==> config.mk <==
export PLATFORM = sky130hd
export DESIGN_NAME = preamble_frame_parser_sum8_flat
export DESIGN_NICKNAME = d
export VERILOG_FILES = /design/src/hw/rtl/pfp_pkg.sv /design/src/hw/rtl/pfp_if.sv /design/src/hw/rtl/preamble_frame_parser_sum8.sv /design/src/hw/rtl/pfp_parser.sv /design/src/flat_wrapper.sv
export SDC_FILE = /design/constraint.sdc
export NUM_CORES = 1
export LEC_CHECK = 0
export BUFFER_PORTS_ARGS = -buffer_cell sky130_fd_sc_hd__buf_2
export CORE_UTILIZATION = 50
export CTS_CLUSTER_DIAMETER = 50
export DETAILED_ROUTE_END_ITERATION = 10
export GPL_ROUTABILITY_DRIVEN = 0
export PLACE_DENSITY = 0.82
export SLEW_MARGIN = 10
export SYNTH_ARGS = -nofsm -noshare
export SYNTH_HDL_FRONTEND = slang
export SYNTH_SLANG_ARGS = --single-unit
==> constraint.sdc <==
create_clock -name clk -period 2.7 [get_ports clk]
set_input_delay 0.54 -clock clk [delete_from_list [all_inputs] [get_ports clk]]
set_output_delay 0.54 -clock clk [all_outputs]
set_load 0.02 [all_outputs]
==> src/hw/rtl/pfp_pkg.sv <==
// ----------------------------------------------------------------------------
// pfp_pkg: shared definitions for the preamble frame parser
// Sizes, register indexes, verdict codes and the structs passed between the
// parser core and the top level.
// ----------------------------------------------------------------------------
package pfp_pkg;

  // Receive buffer size; the largest payload a frame may declare follows from it.
  localparam int BUFFER_BYTES = 256;
  localparam int MAX_PAYLOAD  = BUFFER_BYTES - 11;
  localparam int LEN_W        = $clog2(MAX_PAYLOAD + 1);

  // Configuration register indexes
  localparam int CFG_IDX_W = 3;
  localparam logic [CFG_IDX_W-1:0] CFG_PREAMBLE    = 3'd0;
  localparam logic [CFG_IDX_W-1:0] CFG_DIST_CMD    = 3'd1;
  localparam logic [CFG_IDX_W-1:0] CFG_VER_CMD     = 3'd2;
  localparam logic [CFG_IDX_W-1:0] CFG_DIST_MINLEN = 3'd3;
  localparam logic [CFG_IDX_W-1:0] CFG_VER_MINLEN  = 3'd4;

  // Configuration reset values
  localparam logic [7:0] RST_PREAMBLE    = 8'hAA;
  localparam logic [7:0] RST_DIST_CMD    = 8'd2;
  localparam logic [7:0] RST_VER_CMD     = 8'd10;
  localparam logic [7:0] RST_DIST_MINLEN = 8'd195;
  localparam logic [7:0] RST_VER_MINLEN  = 8'd4;

  // Number of preamble bytes that open a frame
  localparam int PREAMBLE_COUNT = 4;

  // Result item kinds
  localparam logic KIND_PAYLOAD = 1'b0;
  localparam logic KIND_VERDICT = 1'b1;

  // Verdict codes
  localparam logic [1:0] VERDICT_BAD_SUM  = 2'd0;
  localparam logic [1:0] VERDICT_DISTANCE = 2'd1;
  localparam logic [1:0] VERDICT_VERSION  = 2'd2;
  localparam logic [1:0] VERDICT_IGNORED  = 2'd3;

  typedef struct packed {
    logic [7:0] preamble_byte;
    logic [7:0] distance_command;
    logic [7:0] version_command;
    logic [7:0] distance_min_length;
    logic [7:0] version_min_length;
  } cfg_t;

  typedef struct packed {
    logic       valid;
    logic       item_kind;
    logic [7:0] data_byte;
    logic [7:0] byte_index;
    logic [1:0] verdict;
    logic [7:0] frame_command;
    logic [7:0] payload_length;
  } result_t;

  // Fits a length-sized value into an 8-bit output field
  function automatic logic [7:0] to_byte(input logic [LEN_W-1:0] x);
    logic [LEN_W+7:0] t;
    t = {8'b0, x};
    return t[7:0];
  endfunction

endpackage

==> src/hw/rtl/pfp_if.sv <==
// ----------------------------------------------------------------------------
// pfp_if: stream channels of the preamble frame parser
// Valid/ready channels for received bytes and for parser results.
// ----------------------------------------------------------------------------
interface pfp_rx_if;
  logic       valid;
  logic       ready;
  logic [7:0] rx_byte;

  modport source (output valid, output rx_byte, input ready);
  modport sink   (input valid, input rx_byte, output ready);
endinterface

interface pfp_res_if;
  logic       valid;
  logic       ready;
  logic       item_kind;
  logic [7:0] data_byte;
  logic [7:0] byte_index;
  logic [1:0] verdict;
  logic [7:0] frame_command;
  logic [7:0] payload_length;

  modport source (output valid, output item_kind, output data_byte, output byte_index,
                  output verdict, output frame_command, output payload_length,
                  input ready);
  modport sink   (input valid, input item_kind, input data_byte, input byte_index,
                  input verdict, input frame_command, input payload_length,
                  output ready);
endinterface

==> src/hw/rtl/preamble_frame_parser_sum8.sv <==
// ----------------------------------------------------------------------------
// preamble_frame_parser_sum8: preamble framed packet parser, 8-bit sum check
//
// Received bytes arrive on the rx channel, one per transfer. The parser hunts
// for four preamble bytes, reads the address, command, offset and 16-bit
// little-endian length, then forwards each payload byte as a result transfer
// tagged with its index. At the checksum byte it gives one verdict transfer.
// Frames declaring a length above the buffer limit are dropped silently.
// Each rx transfer causes at most one result transfer, which appears on the
// res channel the cycle after the byte is taken. The block takes one byte
// every cycle unless stalled; the single result register is the only storage
// between the two channels, and it is refilled in the same cycle it is
// emptied. When the receiver stalls, the result register holds and rx ready
// drops until it is taken. Registers are written via cfg_we, cfg_index and
// cfg_data; the user must write them only while the block is idle, which the
// block does not enforce. Synchronous reset returns the parser to hunting,
// clears the running sum and the result register, and restores the defaults.
// ----------------------------------------------------------------------------
module preamble_frame_parser_sum8 (
  input  logic                          clk,
  input  logic                          rst,
  pfp_rx_if.sink                        rx,
  pfp_res_if.source                     res,
  input  logic                          cfg_we,
  input  logic [pfp_pkg::CFG_IDX_W-1:0] cfg_index,
  input  logic [7:0]                    cfg_data
);
  import pfp_pkg::*;

  cfg_t    cfg;
  result_t result;
  logic    step;
  logic    res_valid;
  result_t res_data;

  always_ff @(posedge clk) begin
    if (rst) begin
      cfg.preamble_byte       <= RST_PREAMBLE;
      cfg.distance_command    <= RST_DIST_CMD;
      cfg.version_command     <= RST_VER_CMD;
      cfg.distance_min_length <= RST_DIST_MINLEN;
      cfg.version_min_length  <= RST_VER_MINLEN;
    end else if (cfg_we) begin
      unique case (cfg_index)
        CFG_PREAMBLE:    cfg.preamble_byte       <= cfg_data;
        CFG_DIST_CMD:    cfg.distance_command    <= cfg_data;
        CFG_VER_CMD:     cfg.version_command     <= cfg_data;
        CFG_DIST_MINLEN: cfg.distance_min_length <= cfg_data;
        CFG_VER_MINLEN:  cfg.version_min_length  <= cfg_data;
        default: ;
      endcase
    end
  end

  // A byte is taken whenever the result register is empty or being emptied.
  assign rx.ready = !res_valid || res.ready;
  assign step     = rx.valid && rx.ready;

  pfp_parser u_parser (
    .clk     (clk),
    .rst     (rst),
    .step    (step),
    .rx_byte (rx.rx_byte),
    .cfg     (cfg),
    .result  (result)
  );

  always_ff @(posedge clk) begin
    if (rst) begin
      res_valid <= 1'b0;
    end else if (rx.ready) begin
      res_valid <= step && result.valid;
    end
  end

  always_ff @(posedge clk) begin
    if (step && result.valid) begin
      res_data <= result;
    end
  end

  assign res.valid          = res_valid;
  assign res.item_kind      = res_data.item_kind;
  assign res.data_byte      = res_data.data_byte;
  assign res.byte_index     = res_data.byte_index;
  assign res.verdict        = res_data.verdict;
  assign res.frame_command  = res_data.frame_command;
  assign res.payload_length = res_data.payload_length;

endmodule

==> src/hw/rtl/pfp_parser.sv <==
// ----------------------------------------------------------------------------
// pfp_parser: frame state machine and checksum
// Advances the frame state by one received byte whenever step is high and
// presents the result, if any, that the byte causes in the same cycle.
// ----------------------------------------------------------------------------
module pfp_parser (
  input  logic            clk,
  input  logic            rst,
  input  logic            step,
  input  logic [7:0]      rx_byte,
  input  pfp_pkg::cfg_t   cfg,
  output pfp_pkg::result_t result
);
  import pfp_pkg::*;

  localparam logic [3:0] PH_WAIT    = 4'd0;
  localparam logic [3:0] PH_RUN     = 4'd1;
  localparam logic [3:0] PH_ADDR    = 4'd2;
  localparam logic [3:0] PH_CMD     = 4'd3;
  localparam logic [3:0] PH_OFF_LO  = 4'd4;
  localparam logic [3:0] PH_OFF_HI  = 4'd5;
  localparam logic [3:0] PH_LEN_LO  = 4'd6;
  localparam logic [3:0] PH_LEN_HI  = 4'd7;
  localparam logic [3:0] PH_PAYLOAD = 4'd8;
  localparam logic [3:0] PH_CHECK   = 4'd9;

  localparam logic [2:0]  RUN_LAST = 3'(PREAMBLE_COUNT - 1);
  localparam logic [15:0] LEN_MAX  = 16'(MAX_PAYLOAD);

  logic [3:0]       phase, phase_next;
  logic [2:0]       preamble_run, preamble_run_next;
  logic [7:0]       frame_cmd, frame_cmd_next;
  logic [7:0]       len_lo, len_lo_next;
  logic [LEN_W-1:0] frame_len, frame_len_next;
  logic [LEN_W-1:0] payload_count, payload_count_next;
  logic [7:0]       running_sum, running_sum_next;

  logic [7:0]       sum_add;
  logic [15:0]      len_full;
  logic [LEN_W:0]   count_inc;
  logic [1:0]       verdict_code;

  assign sum_add   = running_sum + rx_byte;
  assign len_full  = {rx_byte, len_lo};
  assign count_inc = {1'b0, payload_count} + 1'b1;

  // A distance match takes priority when both command codes are equal.
  always_comb begin
    if (running_sum != rx_byte) begin
      verdict_code = VERDICT_BAD_SUM;
    end else if (frame_cmd == cfg.distance_command) begin
      verdict_code = (16'(frame_len) >= 16'(cfg.distance_min_length)) ?
                     VERDICT_DISTANCE : VERDICT_IGNORED;
    end else if (frame_cmd == cfg.version_command) begin
      verdict_code = (16'(frame_len) >= 16'(cfg.version_min_length)) ?
                     VERDICT_VERSION : VERDICT_IGNORED;
    end else begin
      verdict_code = VERDICT_IGNORED;
    end
  end

  always_comb begin
    phase_next         = phase;
    preamble_run_next  = preamble_run;
    frame_cmd_next     = frame_cmd;
    len_lo_next        = len_lo;
    frame_len_next     = frame_len;
    payload_count_next = payload_count;
    running_sum_next   = running_sum;

    result.valid          = 1'b0;
    result.item_kind      = KIND_PAYLOAD;
    result.data_byte      = 8'd0;
    result.byte_index     = 8'd0;
    result.verdict        = VERDICT_BAD_SUM;
    result.frame_command  = frame_cmd;
    result.payload_length = to_byte(frame_len);

    unique case (phase)
      PH_WAIT: begin
        if (rx_byte == cfg.preamble_byte) begin
          preamble_run_next = 3'd1;
          phase_next        = PH_RUN;
        end
      end
      PH_RUN: begin
        // A broken run drops back to hunting without re-examining the byte.
        if (rx_byte == cfg.preamble_byte) begin
          preamble_run_next = preamble_run + 3'd1;
          if (preamble_run >= RUN_LAST) begin
            phase_next = PH_ADDR;
          end
        end else begin
          phase_next = PH_WAIT;
        end
      end
      PH_ADDR: begin
        running_sum_next = rx_byte;
        phase_next       = PH_CMD;
      end
      PH_CMD: begin
        frame_cmd_next   = rx_byte;
        running_sum_next = sum_add;
        phase_next       = PH_OFF_LO;
      end
      PH_OFF_LO: begin
        running_sum_next = sum_add;
        phase_next       = PH_OFF_HI;
      end
      PH_OFF_HI: begin
        running_sum_next = sum_add;
        phase_next       = PH_LEN_LO;
      end
      PH_LEN_LO: begin
        running_sum_next = sum_add;
        len_lo_next      = rx_byte;
        phase_next       = PH_LEN_HI;
      end
      PH_LEN_HI: begin
        running_sum_next   = sum_add;
        payload_count_next = '0;
        frame_len_next     = len_full[LEN_W-1:0];
        if (len_full > LEN_MAX) begin
          phase_next        = PH_WAIT;
          preamble_run_next = 3'd0;
          frame_len_next    = '0;
        end else if (len_full == 16'd0) begin
          phase_next = PH_CHECK;
        end else begin
          phase_next = PH_PAYLOAD;
        end
      end
      PH_PAYLOAD: begin
        running_sum_next   = sum_add;
        result.valid       = 1'b1;
        result.data_byte   = rx_byte;
        result.byte_index  = to_byte(payload_count);
        payload_count_next = count_inc[LEN_W-1:0];
        if (count_inc >= {1'b0, frame_len}) begin
          phase_next = PH_CHECK;
        end
      end
      PH_CHECK: begin
        result.valid       = 1'b1;
        result.item_kind   = KIND_VERDICT;
        result.verdict     = verdict_code;
        phase_next         = PH_WAIT;
        preamble_run_next  = 3'd0;
        frame_len_next     = '0;
        payload_count_next = '0;
      end
      default: begin
        phase_next = PH_WAIT;
      end
    endcase
  end

  always_ff @(posedge clk) begin
    if (rst) begin
      phase         <= PH_WAIT;
      preamble_run  <= 3'd0;
      frame_cmd     <= 8'd0;
      len_lo        <= 8'd0;
      frame_len     <= '0;
      payload_count <= '0;
      running_sum   <= 8'd0;
    end else if (step) begin
      phase         <= phase_next;
      preamble_run  <= preamble_run_next;
      frame_cmd     <= frame_cmd_next;
      len_lo        <= len_lo_next;
      frame_len     <= frame_len_next;
      payload_count <= payload_count_next;
      running_sum   <= running_sum_next;
    end
  end

endmodule

==> src/flat_wrapper.sv <==
// flat-port wrapper written by rule: the top's interface ports become plain ports
module preamble_frame_parser_sum8_flat import pfp_pkg::*;
  (clk, rst, cfg_we, cfg_index, cfg_data, rx_valid, rx_rx_byte, rx_ready, res_valid, res_item_kind, res_data_byte, res_byte_index, res_verdict, res_frame_command, res_payload_length, res_ready);
  pfp_rx_if rx_i ();
  pfp_res_if res_i ();
  input  logic clk;
  input  logic rst;
  input  logic cfg_we;
  input  logic [pfp_pkg::CFG_IDX_W-1:0] cfg_index;
  input  logic [7:0] cfg_data;
  input wire logic [$bits(rx_i.valid)-1:0] rx_valid;
  input wire logic [$bits(rx_i.rx_byte)-1:0] rx_rx_byte;
  output wire logic [$bits(rx_i.ready)-1:0] rx_ready;
  output wire logic [$bits(res_i.valid)-1:0] res_valid;
  output wire logic [$bits(res_i.item_kind)-1:0] res_item_kind;
  output wire logic [$bits(res_i.data_byte)-1:0] res_data_byte;
  output wire logic [$bits(res_i.byte_index)-1:0] res_byte_index;
  output wire logic [$bits(res_i.verdict)-1:0] res_verdict;
  output wire logic [$bits(res_i.frame_command)-1:0] res_frame_command;
  output wire logic [$bits(res_i.payload_length)-1:0] res_payload_length;
  input wire logic [$bits(res_i.ready)-1:0] res_ready;
  assign rx_i.valid = rx_valid;
  assign rx_i.rx_byte = rx_rx_byte;
  assign rx_ready = rx_i.ready;
  assign res_valid = res_i.valid;
  assign res_item_kind = res_i.item_kind;
  assign res_data_byte = res_i.data_byte;
  assign res_byte_index = res_i.byte_index;
  assign res_verdict = res_i.verdict;
  assign res_frame_command = res_i.frame_command;
  assign res_payload_length = res_i.payload_length;
  assign res_i.ready = res_ready;
  preamble_frame_parser_sum8 u_core (.clk(clk), .rst(rst), .rx(rx_i), .res(res_i), .cfg_we(cfg_we), .cfg_index(cfg_index), .cfg_data(cfg_data));
endmodule
==> results by group <==
Status
  • Status: finished with violations
  • Violated checks: design-rule violations

STA
  • Minimum clock period: 2637 ps
  • Clock skew: roughly 7.7 ps
  • Hold Fails Final Rpt: 0
  • Period Utilization, post-route: 0.9767
  • Slew @ Worst Pin: approximately 750 ps
  • Achievable frequency: 0.3792 GHz
  • Final setup fails: 0
  • TNS Setup: 0 ps
  • Worst slew margin: 0.4995
  • Setup slack after layout: roughly 63 ps
  • Max-slew violation count: 0

Logic synthesis
  • Mapped Avg Cell Area: about 9.3 sq um
  • Post-Synthesis Cell Area: between 5000 and 6000 sq um
  • Synthesized flop and latch total: ~120
  • Main synth FF type: dfxtp_1
  • Async set or reset register ratio after synthesis: 0
  • Sequential area share after synthesis: 0.4711
  • EDFF count, synth: 35
  • Syn Nets: between 600 and 700
  • Synthesized instance count: approximately 640
  • Count of different cell masters after synthesis: 56
  • Synth Warn #: 0

Global routing
  • Largest net degree at the start of global routing: 58
  • GR Util met2: 0.4121
  • GR Util All Layers: 0.2491
  • GR Util met3: 0.08037
  • Gr ovfl total: 0
  • Met1 usage: 0.2912
  • Gr busiest metal: met2
  • Initial antenna violation count: 0
  • First-pass GRT wire length: between 20000 and 25000 um
  • Vias in the first global route: roughly 5000

Clock tree
  • CTS tree: done
  • Hold Buf Count CTS: 0
  • Worst-path clk slew: approximately 60 ps
  • Clock Path Buffers: 2
  • TritonCTS buffer count: 17
  • H-tree levels: 4
  • Worst-skew pair later-pin latency: approximately 420 ps
  • Root Buffer: clkbuf_16
  • Sink Count: between 100 and 150

Detailed routing
  • Antenna Nets Post-Route: 0
  • Iter 0 DRT Violations: ~440
  • Post-Route WL: about 15000 um
  • Number of vias in the routed layout: ~5100
  • Routed WL per cell: ~17 um
  • First-pass DRT Iterations: 9
  • Via/cell ratio: between 5 and 6
  • Number of remaining DRC errors: 8

Finish
  • Commonest non-fill, non-tap cell in the layout: nand2_1
  • # nets final: slightly below 800
  • Area grow syn2layout: 20.29%
  • Ant diodes: 0
  • Leading cell types in the layout, fill and taps excluded: nand2_1, dfxtp_1, buf_2
  • Share of post-route cells with drive strength above 1: 0.1841
  • Non-Filler Instances: approximately 870

Pwr
  • Sw Ratio: 0.2475
  • Logic gate share of total power: 0.080
  • VDD IR max: 0.4843 mV
  • Pwr per Cell Area: roughly 630 nW/um^2
  • Static Leak: approximately 2.9 nW
  • Power Internal: 0.003425 W
  • Reg power frac: 0.433
  • Power share of the clock group: 0.487
  • Switching power: roughly 0.0011 W

Critical path
  • Worst Setup EP: u_core.u_parser.phase[1]
  • Worst Reg-to-Reg Cells: 10
  • Arrival @ worst endpoint: 2950 ps
  • Critical path class: reg2reg
  • FF-to-FF Start: u_core.u_parser.payload_count[1]
  • Reg-to-reg endpoint: u_core.u_parser.phase[1]
  • CP max stage cell: dfxtp_4
  • CP endpoint kind: flip-flop
  • CP Max Fanout: 5
  • R2R setup slack: approximately 63 ps
  • Crit path top cell by count: nand3_2
  • Worst Setup SP: u_core.u_parser.payload_count[1]
  • Critical Path RT: ~3000 ps
  • Worst Setup Start Kind: flip-flop
  • Max incr delay on CP: slightly below 400 ps
  • Critical-path cell list: nand3_4 -> nor2_4 -> nand3_2 -> xnor2_2 -> ha_1 -> nand3_2 -> or3_4 -> a22o_1 -> or3_1 -> a32o_1

Placement
  • HPWL Detailed: between 10000 and 15000 um
  • I/O Buffers: 60
  • Place WS: -37.33 ps
  • Placed cells: ~840

Floorplan
  • Top Ports: 61
  • Die H: 111.3 um
  • Die width: 111.3 um
  • Site row count: 39
  • Die area: between 10000 and 15000 sq um
  • Initial Util: 0.5185
  • Core outline area: ~12000 sq um

Hold path
  • Hold WC Path Type: in2reg

Flow run
  • Max Cap Viol: 0
==> per-stage QoR <==
stage | util | cell area, sq um | power (W) | hold WS [ps]
3_5_place_dp | 0.5665 | 6524 | 0.002363 | 448.5
2_1_floorplan | - | 5982 | 0.002237 | 436.3
5_1_grt | 0.6236 | 7182 | 0.004681 | 417.0
4_1_cts | 0.6171 | 7107 | 0.004564 | 401.4
6_report | 0.6236 | 7182 | 0.004551 | 417.0
3_3_place_gp | 0.5665 | 6524 | 0.002347 | 446.5
==> flip-flops by register name, indices dropped and copies added, names as in the netlist, 3 cells and up <==
signal and count:
u_core.cfg 40, u_core.res.data_byte 8, u_core.res.byte_index 8, u_core.u_parser.running_sum 8, u_core.u_parser.len_lo 8, u_core.u_parser.preamble_run 3, u_core.res.payload_length 8, u_core.u_parser.payload_count 8
u_core.u_parser.frame_len 8, u_core.u_parser.phase 4, u_core.res.frame_command 8, u_core.u_parser.frame_cmd 8
==> metal layers <==
layer	share of wire	wire length [um]
met1	0.41	6074
met2	0.48	7215
met3	0.077	1142
met4	0.033	492
met5	0	0
==> worst min-delay path by stage <==
| stage | startpoint | endpoint | slack, ps | depth (start not counted) |
|---|---|---|---|---|
| after floorplan | u_core.cfg[10] | u_core.cfg[10] | 440 | 2 |
| after global placement | u_core.cfg[10] | u_core.cfg[10] | 450 | 2 |
| after detailed placement | u_core.cfg[7] | u_core.cfg[7] | 450 | 2 |
| after CTS | cfg_data[7] | u_core.cfg[7] | 400 | 3 |
| after global routing | cfg_data[2] | u_core.cfg[34] | 420 | 3 |
| final | cfg_data[7] | u_core.cfg[7] | 420 | 3 |
==> worst max-delay path: cells and delay by family, from the launching register on <==
kind | cells | cell delay [ps]
and+or+nand+nor | 6 | 1150
AOI/OAI and AO/OA | 2 | 500
DFF | 1 | 390
adders and majority gates | 1 | 320
xor gates and xnor gates | 1 | 170
==> power by group through the flow <==
stage,registers (W),logic [W],clock network (W)
floorplan,0.00202,0.000217,0
global placement,0.00201,0.000341,0
detailed placement,0.00201,0.000354,0
CTS,0.00197,0.000357,0.00224
global route,0.00197,0.000396,0.00231
finish,0.00197,0.000363,0.00222
==> logic make-up after synthesis <==
group	Yosys count	synth area share
AND/OR/NAND/NOR	231	0.1821
AO/OA/AOI/OAI	125	0.1316
flip-flops	123	0.4711
buffers and inverters	60	0.03877
XOR/XNOR	35	0.05134
adder cells (fa/ha/maj)	35	0.07460
multiplexers	30	0.05050
==> Yosys cell counts, types with 14 or more instances <==
cell type / number / area share
clkbuf_1: 21 / 0.013
nor2_1: 60 / 0.038
a21oi_1: 52 / 0.044
o21ai_0: 14 / 0.012
xor2_1: 14 / 0.021
nand2_1: 85 / 0.053
ha_1: 34 / 0.071
nand3_1: 15 / 0.013
mux2i_1: 29 / 0.049
inv_1: 36 / 0.023
edfxtp_1: 35 / 0.18
xnor2_1: 21 / 0.031
dfxtp_1: 88 / 0.30
and2_1: 16 / 0.017
==> area by class of cell <==
| cell class | instances | area (sq um) |
|---|---|---|
| Clock buffer | 18 | 429.2 |
| Clock inverter | 14 | 146.4 |
| Fill cell | 917 | 4334 |
| Inverter | 36 | 135.1 |
| Multi-Input combinational cell | 456 | 2997 |
| Sequential cell | 123 | 2825 |
| Tap cell | 143 | 178.9 |
| Timing Repair Buffer | 81 | 470.5 |
==> repair_timing <==
action | in CTS | in global routing
buffers inserted | 0 | 2
hold endpoints to repair | 0 | 0
gates resized for setup | 3 | 13
pin swaps | 2 | 6
setup endpoints to repair | 1 | 2
gates cloned | 0 | 0
Power figures use the tool's default switching activity.
